[src/rtl/core/drs_pkg.sv]
`timescale 1ns / 1ps
// ----------------------------------------------------------------------------
// drs_pkg: shared types and constants of the disk request scheduler
// Request record, policy and command codes, sequencer states and the
// control group between the sequencer and the seek compare unit.
// ----------------------------------------------------------------------------
package drs_pkg;

  // default number of waiting slots
  localparam int DRS_QUEUE_DEPTH = 16;

  // selection key: class, seek distance, arrival stamp
  localparam int KEY_W = 2 + 16 + 32;

  // policy register codes (the unused code behaves as first come first served)
  localparam logic [1:0] POL_FCFS = 2'd0;
  localparam logic [1:0] POL_SSTF = 2'd1;
  localparam logic [1:0] POL_LOOK = 2'd2;

  // request command codes
  localparam logic CMD_ARRIVE = 1'b0;
  localparam logic CMD_DONE   = 1'b1;

  // register index (word select bit of paddr)
  localparam logic REG_POLICY = 1'b0;

  // look classes
  localparam logic [1:0] CLS_SAME  = 2'd0;
  localparam logic [1:0] CLS_AHEAD = 2'd1;
  localparam logic [1:0] CLS_BEHIND = 2'd2;

  // one request record
  typedef struct packed {
    logic [15:0] id;
    logic [31:0] arrival;
    logic [15:0] cylinder;
    logic [31:0] address;
    logic [15:0] process;
  } entry_t;

  // sequencer states
  typedef enum logic [1:0] {
    ST_IDLE,
    ST_SCAN,
    ST_SHIFT
  } sched_state_t;

  // control from the sequencer to the compare unit
  typedef struct packed {
    logic clear;
    logic en;
  } cmp_ctl_t;

endpackage

[src/rtl/core/drs_queue_mem.sv]
`timescale 1ns / 1ps
// ----------------------------------------------------------------------------
// drs_queue_mem: waiting request store
// Single write port, single read port with registered read data.
// ----------------------------------------------------------------------------
module drs_queue_mem import drs_pkg::*; #(
  parameter int QUEUE_DEPTH = DRS_QUEUE_DEPTH
) (
  input  logic                           clk,
  input  logic                           wr_en,
  input  logic [$clog2(QUEUE_DEPTH)-1:0] wr_addr,
  input  entry_t                         wr_data,
  input  logic                           rd_en,
  input  logic [$clog2(QUEUE_DEPTH)-1:0] rd_addr,
  output entry_t                         rd_data
);

  entry_t mem [QUEUE_DEPTH];

  // write port
  always_ff @(posedge clk) begin
    if (wr_en) begin
      mem[wr_addr] <= wr_data;
    end
  end

  // registered read port
  always_ff @(posedge clk) begin
    if (rd_en) begin
      rd_data <= mem[rd_addr];
    end
  end

endmodule

[src/rtl/core/drs_seek_cmp.sv]
`timescale 1ns / 1ps
// ----------------------------------------------------------------------------
// drs_seek_cmp: shared selection compare unit
// Builds the policy key of one slot per cycle and keeps the best slot seen
// so far, its key and its record.
// ----------------------------------------------------------------------------
module drs_seek_cmp import drs_pkg::*; #(
  parameter int QUEUE_DEPTH = DRS_QUEUE_DEPTH
) (
  input  logic                           clk,
  input  logic                           rst_n,
  input  cmp_ctl_t                       ctl,
  input  logic [1:0]                     policy,
  input  logic [15:0]                    head,
  input  logic                           up,
  input  entry_t                         cand,
  input  logic [$clog2(QUEUE_DEPTH)-1:0] cand_slot,
  output logic [$clog2(QUEUE_DEPTH)-1:0] best_slot,
  output entry_t                         best_entry
);

  localparam int AW = $clog2(QUEUE_DEPTH);

  logic             best_valid_r, best_valid_nxt;
  logic [KEY_W-1:0] best_key_r;
  logic [AW-1:0]    best_slot_r;
  entry_t           best_entry_r;
  logic             above, below, take;
  logic [15:0]      seek_gap;
  logic [1:0]       cls;
  logic [KEY_W-1:0] key;

  // distance and look class of the candidate
  always_comb begin
    above    = cand.cylinder > head;
    below    = cand.cylinder < head;
    seek_gap = above ? (cand.cylinder - head) : (head - cand.cylinder);
    if (!above && !below) begin
      cls = CLS_SAME;
    end else if (up ? above : below) begin
      cls = CLS_AHEAD;
    end else begin
      cls = CLS_BEHIND;
    end
  end

  // policy key, lower wins; strict compare keeps the lower slot on a tie
  always_comb begin
    case (policy)
      POL_SSTF: key = {CLS_SAME, seek_gap, cand.arrival};
      POL_LOOK: key = {cls, seek_gap, cand.arrival};
      default:  key = {CLS_SAME, 16'd0, cand.arrival};
    endcase
    take = ctl.en && (!best_valid_r || (key < best_key_r));
    best_valid_nxt = best_valid_r;
    if (ctl.clear) begin
      best_valid_nxt = 1'b0;
    end else if (take) begin
      best_valid_nxt = 1'b1;
    end
  end

  always_ff @(posedge clk) begin
    if (!rst_n) begin
      best_valid_r <= 1'b0;
    end else begin
      best_valid_r <= best_valid_nxt;
    end
  end

  // best candidate record
  always_ff @(posedge clk) begin
    if (take) begin
      best_key_r   <= key;
      best_slot_r  <= cand_slot;
      best_entry_r <= cand;
    end
  end

  assign best_slot  = best_slot_r;
  assign best_entry = best_entry_r;

endmodule

[src/rtl/core/disk_request_scheduler.sv]
`timescale 1ns / 1ps
// Arrival: the result is registered at accept, one request per cycle while results are taken.
// Completion: n queued entries are scanned through the single read port, then the entries
// behind the chosen one move down one a cycle; the result is registered once the gap is
// closed and the result port is free.
// Reset: synchronous; clears control, the in-service request and the policy.
// The slot store is not cleared; only slots below the fill count are read.
// ----------------------------------------------------------------------------
// disk_request_scheduler: policy-selectable disk request scheduler
// Keeps one request in service and a queue of waiting requests in arrival
// order; on completion a sequencer scans the queue with a shared compare
// unit, then closes the gap left by the chosen entry.
// ----------------------------------------------------------------------------
module disk_request_scheduler import drs_pkg::*; #(
  parameter int QUEUE_DEPTH = DRS_QUEUE_DEPTH
) (
  input  logic        clk,
  input  logic        rst_n,
  // request channel
  input  logic        in_valid,
  output logic        in_stall,
  input  logic        in_cmd,
  input  logic [15:0] in_req_id,
  input  logic [31:0] in_req_arrival,
  input  logic [15:0] in_req_cylinder,
  input  logic [31:0] in_req_address,
  input  logic [15:0] in_req_process,
  input  logic [15:0] in_head_cylinder,
  input  logic        in_scan_up,
  // result channel
  output logic        out_valid,
  input  logic        out_stall,
  output logic        out_serving,
  output logic [15:0] out_id,
  output logic [31:0] out_arrival,
  output logic [15:0] out_cylinder,
  output logic [31:0] out_address,
  output logic [15:0] out_process,
  output logic [4:0]  out_pending,
  output logic        out_dropped,
  // configuration port
  input  logic        psel,
  input  logic        penable,
  input  logic        pwrite,
  input  logic [2:0]  paddr,
  input  logic [31:0] pwdata,
  output logic [31:0] prdata,
  output logic        pready
);

  localparam int AW = $clog2(QUEUE_DEPTH);
  localparam int CW = $clog2(QUEUE_DEPTH + 1);

  sched_state_t  state_r, state_nxt;
  logic [CW-1:0] count_r, count_nxt;
  logic          busy_r, busy_nxt;
  entry_t        cur_r, cur_nxt;
  logic          dropped_r, dropped_nxt;
  logic          out_valid_r, out_valid_nxt;
  logic [1:0]    policy_r;
  logic [15:0]   head_r, head_nxt;
  logic          up_r, up_nxt;
  logic [CW-1:0] issue_r, issue_nxt;
  logic          rv_r, rv_nxt;
  logic [AW-1:0] ridx_r, ridx_nxt;

  logic          accept, out_free, issue_more;
  entry_t        req;
  logic          wr_en, rd_en;
  logic [AW-1:0] wr_addr;
  entry_t        wr_data, rd_data, best_entry;
  logic [AW-1:0] best_slot;
  cmp_ctl_t      cmp_ctl;

  // configuration register
  assign pready = 1'b1;
  assign prdata = (paddr[2] == REG_POLICY) ? {30'd0, policy_r} : 32'd0;

  always_ff @(posedge clk) begin
    if (!rst_n) begin
      policy_r <= POL_FCFS;
    end else if (psel && penable && pwrite && pready && (paddr[2] == REG_POLICY)) begin
      policy_r <= pwdata[1:0];
    end
  end

  // handshake
  assign out_free = !out_valid_r || !out_stall;
  assign in_stall = (state_r != ST_IDLE) || !out_free;
  assign accept   = in_valid && !in_stall;
  assign issue_more = issue_r < count_r;

  assign req = '{id: in_req_id, arrival: in_req_arrival, cylinder: in_req_cylinder,
                 address: in_req_address, process: in_req_process};

  // sequencer: next state and datapath control
  always_comb begin
    state_nxt     = state_r;
    count_nxt     = count_r;
    busy_nxt      = busy_r;
    cur_nxt       = cur_r;
    dropped_nxt   = dropped_r;
    out_valid_nxt = out_valid_r && out_stall;
    head_nxt      = head_r;
    up_nxt        = up_r;
    issue_nxt     = issue_r;
    rv_nxt        = 1'b0;
    ridx_nxt      = ridx_r;
    wr_en         = 1'b0;
    wr_addr       = count_r[AW-1:0];
    wr_data       = req;
    rd_en         = 1'b0;
    cmp_ctl       = '{clear: 1'b0, en: 1'b0};
    case (state_r)
      ST_IDLE: begin
        if (accept) begin
          dropped_nxt = 1'b0;
          if (in_cmd == CMD_ARRIVE) begin
            out_valid_nxt = 1'b1;
            if (!busy_r) begin
              busy_nxt = 1'b1;
              cur_nxt  = req;
            end else if (count_r == CW'(QUEUE_DEPTH)) begin
              dropped_nxt = 1'b1;
            end else begin
              wr_en     = 1'b1;
              count_nxt = count_r + 1'b1;
            end
          end else if (count_r == '0) begin
            out_valid_nxt = 1'b1;
            busy_nxt      = 1'b0;
            cur_nxt       = '0;
          end else begin
            head_nxt    = in_head_cylinder;
            up_nxt      = in_scan_up;
            issue_nxt   = '0;
            cmp_ctl.clear = 1'b1;
            state_nxt   = ST_SCAN;
          end
        end
      end
      ST_SCAN: begin
        // one slot read a cycle, compared the cycle after
        cmp_ctl.en = rv_r;
        if (issue_more) begin
          rd_en     = 1'b1;
          rv_nxt    = 1'b1;
          ridx_nxt  = issue_r[AW-1:0];
          issue_nxt = issue_r + 1'b1;
        end else if (!rv_r) begin
          issue_nxt = CW'(best_slot) + 1'b1;
          state_nxt = ST_SHIFT;
        end
      end
      ST_SHIFT: begin
        // move each entry behind the chosen one down by one slot
        wr_en   = rv_r;
        wr_addr = ridx_r - 1'b1;
        wr_data = rd_data;
        if (issue_more) begin
          rd_en     = 1'b1;
          rv_nxt    = 1'b1;
          ridx_nxt  = issue_r[AW-1:0];
          issue_nxt = issue_r + 1'b1;
        end else if (!rv_r && out_free) begin
          count_nxt     = count_r - 1'b1;
          cur_nxt       = best_entry;
          busy_nxt      = 1'b1;
          out_valid_nxt = 1'b1;
          state_nxt     = ST_IDLE;
        end
      end
      default: begin
        state_nxt = ST_IDLE;
      end
    endcase
  end

  // control registers
  always_ff @(posedge clk) begin
    if (!rst_n) begin
      state_r     <= ST_IDLE;
      count_r     <= '0;
      busy_r      <= 1'b0;
      cur_r       <= '0;
      dropped_r   <= 1'b0;
      out_valid_r <= 1'b0;
      rv_r        <= 1'b0;
    end else begin
      state_r     <= state_nxt;
      count_r     <= count_nxt;
      busy_r      <= busy_nxt;
      cur_r       <= cur_nxt;
      dropped_r   <= dropped_nxt;
      out_valid_r <= out_valid_nxt;
      rv_r        <= rv_nxt;
    end
  end

  // sequencer working registers
  always_ff @(posedge clk) begin
    head_r  <= head_nxt;
    up_r    <= up_nxt;
    issue_r <= issue_nxt;
    ridx_r  <= ridx_nxt;
  end

  // slot store
  drs_queue_mem #(
    .QUEUE_DEPTH(QUEUE_DEPTH)
  ) u_mem (
    .clk     (clk),
    .wr_en   (wr_en),
    .wr_addr (wr_addr),
    .wr_data (wr_data),
    .rd_en   (rd_en),
    .rd_addr (issue_r[AW-1:0]),
    .rd_data (rd_data)
  );

  // shared selection unit
  drs_seek_cmp #(
    .QUEUE_DEPTH(QUEUE_DEPTH)
  ) u_cmp (
    .clk        (clk),
    .rst_n      (rst_n),
    .ctl        (cmp_ctl),
    .policy     (policy_r),
    .head       (head_r),
    .up         (up_r),
    .cand       (rd_data),
    .cand_slot  (ridx_r),
    .best_slot  (best_slot),
    .best_entry (best_entry)
  );

  // result port, held by the state itself until taken
  assign out_valid    = out_valid_r;
  assign out_serving  = busy_r;
  assign out_id       = cur_r.id;
  assign out_arrival  = cur_r.arrival;
  assign out_cylinder = cur_r.cylinder;
  assign out_address  = cur_r.address;
  assign out_process  = cur_r.process;
  assign out_pending  = 5'(count_r);
  assign out_dropped  = dropped_r;

  // fill count never passes the store size
  assert property (@(posedge clk) disable iff (!rst_n) count_r <= CW'(QUEUE_DEPTH))
    else $error("queue fill count beyond depth");

  // waiting requests imply one in service
  assert property (@(posedge clk) disable iff (!rst_n) (count_r != '0) |-> busy_r)
    else $error("queue holds requests while idle");

  // a scan only runs over a non-empty queue
  assert property (@(posedge clk) disable iff (!rst_n)
                   (state_r == ST_SCAN || state_r == ST_SHIFT) |-> (count_r != '0))
    else $error("selection started on an empty queue");

  // a waiting result keeps the scheduler state frozen
  assert property (@(posedge clk) disable iff (!rst_n)
                   (out_valid_r && out_stall && state_r == ST_IDLE) |=>
                   ($stable(count_r) && $stable(busy_r) && $stable(cur_r)))
    else $error("scheduler state moved under a stalled result");

  // gap closing writes stay below the fill count
  assert property (@(posedge clk) disable iff (!rst_n)
                   (state_r == ST_SHIFT && wr_en) |-> (CW'(wr_addr) < count_r))
    else $error("shift write outside the queue");

endmodule

[config.mk]
export PLATFORM = sky130hd
export DESIGN_NAME = disk_request_scheduler
export DESIGN_NICKNAME = d
export VERILOG_FILES = /design/src/rtl/core/drs_pkg.sv /design/src/rtl/core/drs_queue_mem.sv /design/src/rtl/core/drs_seek_cmp.sv /design/src/rtl/core/disk_request_scheduler.sv
export SDC_FILE = /design/constraint.sdc
export NUM_CORES = 2
export LEC_CHECK = 0
export BUFFER_PORTS_ARGS = -buffer_cell sky130_fd_sc_hd__buf_2
export CELL_PAD_IN_SITES_DETAIL_PLACEMENT = 0
export CELL_PAD_IN_SITES_GLOBAL_PLACEMENT = 1
export CORE_MARGIN = 8
export CORE_UTILIZATION = 54
export DETAILED_ROUTE_END_ITERATION = 8
export PLACE_DENSITY = 0.78
export SETUP_SLACK_MARGIN = 0.02
export SLEW_MARGIN = 20
export SYNTH_ARGS = -nofsm -noshare
export SYNTH_HDL_FRONTEND = slang
export SYNTH_SLANG_ARGS = --single-unit
[constraint.sdc]
create_clock -name clk -period 19.8 [get_ports clk]
set_clock_uncertainty 0.05 [all_clocks]
set_input_delay 3.96 -clock clk [delete_from_list [all_inputs] [get_ports clk]]
set_output_delay 3.96 -clock clk [all_outputs]
set_load 0.03 [all_outputs]
==> impl_metrics.json <==
{
  "std_cell_rows": 146,
  "synth.most_common_cell": "edfxtp_1",
  "cts.root.buffer_cell": "clkbuf_16",
  "crit_path_max_fanout": 5,
  "global_route.usage.total": 0.229,
  "postCtsSetupBuffers": 0,
  "final_net_count": 4658,
  "synthFlopType": "edfxtp_1",
  "cts_made_buffers": 210,
  "post_drt_via_cell_ratio": 6.32,
  "crit_type": "in -> out",
  "max_freq_mhz": 116,
  "timing.max_cap.violations": 0,
  "critical_path.startpoint_type": "input port",
  "met2_length_mm": 102,
  "crit_path_end_kind": "primary output",
  "min_tclk_post_route_ps": 8590,
  "routabilityCongestion": 0.772,
  "cts_hold_buffers": 0,
  "fin_crit_sh": 0.434,
  "synth_edf_count": 2064,
  "syn_area_mm2": 0.0863,
  "worstPathRequired_ps": 15790,
  "holdPathStages": 0,
  "finalSetupViolCount": 0,
  "die_area_mm2": 0.173,
  "floorplan.initialDensity": 0.544,
  "synth_async_sr_flop_share": 0,
  "port_buffers": 262,
  "area_growth_pct": 12.5,
  "crit_path_cell_trace": "buf_2 > nand2_1 > nand2_1 > buf_2",
  "synth.avg_cell_area_um2": 21.3,
  "worstSkewPairLatency_ps": 850,
  "postRouteAntennaNets": 0,
  "wirelength_met1_mm": 80.2,
  "cts_tree": "done",
  "power_density_mw_per_mm2": 141,
  "grt_max_degree": 155,
  "global_route.overflow_total": 0,
  "synth_top_area_share": 0.718,
  "timing.final.max_slew_violations": 0,
  "synth.cells.most_frequent": "edfxtp_1 (2,064), mux4_2 (560), a21oi_1 (167), clkbuf_1 (144), dfxtp_1 (126)",
  "post_synth_num_cell_types": 63,
  "totalPowerFinal_mw": 13.6,
  "syn_inst": 4059,
  "power.ir.vdd_worst_mv": 0.176,
  "timing.critical_path.buf_inv": 2,
  "main_area_contributors_after_synthesis": "edfxtp_1 (72%), mux4_2 (15%), dfxtp_1 (2.9%)",
  "largest_stage_delay_on_the_critical_path_ps": 250,
  "critPathSlowestCell": "nand2_1",
  "initialDrtViolationCount": 4563,
  "routed.top_layer": "met4",
  "slew_headroom": 0.246,
  "detail_route.wirelength_mm": 201,
  "route.detailed.wl_per_inst_um": 30.2,
  "cts_sinks": 2190,
  "kind_of_path_behind_the_tightest_hold_check": "reg -> reg",
  "cts_max_path_buffers": 3,
  "post_cts_resize_count": 0,
  "synthesis.yosys.warnings": 0,
  "synth_sequential_area_ratio": 0.748,
  "hold_violations": 0,
  "dieHeight_um": 416,
  "first_global_vias": 43808,
  "detailedRoute.firstPassIterationCount": 5,
  "timing.critical_path.depth": 4,
  "design.core.area_mm2": 0.159,
  "worst-slew-pin-transition_ps": 1130,
  "drive_above_1_share": 0.315,
  "die_width_um": 416,
  "run_status": "finished, final reports clean",
  "tns_ps": 0,
  "ys_seq_elements": 2190,
  "path_delay_family": "simple AND/OR/NAND/NOR gates",
  "unrepaired_setup_endpoints_after_global_routing": "false",
  "clk_pin_slew_ps": 60,
  "number_of_antenna_violations_at_the_first_check_in_global_routing": 4,
  "worst-r2r-cell-count": 18,
  "h-tree-depth": 4,
  "vias": 41971,
  "worstPathArrival_ps": 4580,
  "ios": 326,
  "lkg_pwr_nw": 31.6,
  "synthDominantAreaCellType": "edfxtp_1",
  "met3_length_mm": 12.8,
  "grt_pass1_wl_mm": 295,
  "hpwl_mm": 105,
  "drcViolationCount": 0
}
per-stage QoR:
step                instances  worst slack, ps  cell area, µm²  hold slack, ps  utilization
global placement         6244            11170           89900             375        0.567
detailed placement       6245            11180           90000             380        0.567
global route             6639            11150           97100             405        0.612
finish                   6640            11210           97100             393        0.612
CTS                      6637            11190           97000             393        0.612
floorplan                4088             5440           86400             370            -
area by class of cell:
type,instances,area (µm²)
Antenna cell,1,2.50
Inverter,107,407
Multi-Input combinational cell,1535,20400
Sequential cell,2190,64500
Clock inverter,125,1470
Tap cell,2072,2590
Clock buffer,267,5620
Timing Repair Buffer,343,2060
Fill cell,10862,61500
worst register-to-register path, cell delays in order (launching register included):
cell,delay (ps)
edfxtp_1,580
ha_1,540
nand4_1,180
nor3_1,400
o221a_2,310
o21a_1,500
mux2i_1,290
xnor2_1,160
nor2_1,90
ha_1,330
a21o_1,160
a21o_1,170
a21oi_1,130
o221ai_1,140
a221oi_1,430
a31oi_1,310
a211oi_4,320
buf_4,430
buf_4,710
cell families (layout without fill, tap and decap cells):
group / Yosys count / in the layout / synth area share
AO/OA/AOI/OAI: 514 / 514 / 0.0440
flip-flops: 2190 / 2190 / 0.748
adder cells (fa/ha/maj): 99 / 99 / 0.0146
XOR/XNOR: 18 / 18 / 0.00183
buffers and inverters: 363 / 842 / 0.0188
other: 2 / 32 / 0.0000870
multiplexers: 687 / 687 / 0.163
AND/OR/NAND/NOR: 186 / 186 / 0.0105
flip-flops by register name (all words and copies together), names as in the netlist, 2 cells and up:
register          flops
issue_r               5
u_cmp.best_key_r     19
u_mem.rd_data       112
state_r               2
u_cmp.best_slot       4
out_process          16
out_arrival          32
out_id               16
policy_r              2
out_address          32
out_pending           5
head_r               16
out_cylinder         16
u_mem.mem          1792
u_cmp.best_entry    111
ridx_r                4
worst paths after layout:
kind | from | endpoint | slack (ps)
max | out_stall | in_stall | 11210
min | u_mem.rd_data[106] | u_cmp.best_entry[106] | 390
max reg2reg | u_mem.rd_data[58] | u_cmp.best_entry[111] | 13140
min reg2reg | u_mem.rd_data[106] | u_cmp.best_entry[106] | 390
power breakdown:
part	leakage, nW	total (mW)	switching, mW	internal [mW]
Clock	3.44	4.07	1.73	2.35
Sequential	19.6	5.83	0.137	5.69
Combinational	8.61	3.75	2.14	1.60
Total	31.6	13.6	4.01	9.64
cell usage in the layout (no fill, tap or decap), types with 13 or more instances in the layout:
| cell type | instances |
|---|---|
| a211oi_1 | 40 |
| a211oi_2 | 80 |
| a21o_1 | 40 |
| a21oi_1 | 167 |
| a22oi_1 | 111 |
| buf_2 | 262 |
| buf_4 | 70 |
| bufinv_16 | 25 |
| clkbuf_1 | 42 |
| clkbuf_16 | 210 |
| clkbuf_8 | 15 |
| clkinv_1 | 42 |
| clkinv_2 | 34 |
| conb_1 | 31 |
| dfxtp_1 | 126 |
| edfxtp_1 | 2064 |
| ha_1 | 95 |
| inv_1 | 105 |
| mux2_2 | 112 |
| mux2i_1 | 15 |
| mux4_2 | 560 |
| nand2_1 | 43 |
| nand3_1 | 19 |
| nor2_1 | 40 |
| nor2_4 | 17 |
| o21ai_0 | 30 |
| xnor2_1 | 13 |
routing by layer:
| layer | global-route usage | vias to the layer above |
|---|---|---|
| met4 | 0.0623 | 0 |
| li1 | - | 17583 |
| met1 | 0.310 | 22462 |
| met5 | 0 | - |
| met3 | 0.0347 | 289 |
| met2 | 0.392 | 1637 |
Note: power is estimated with default switching activity, not from simulation.
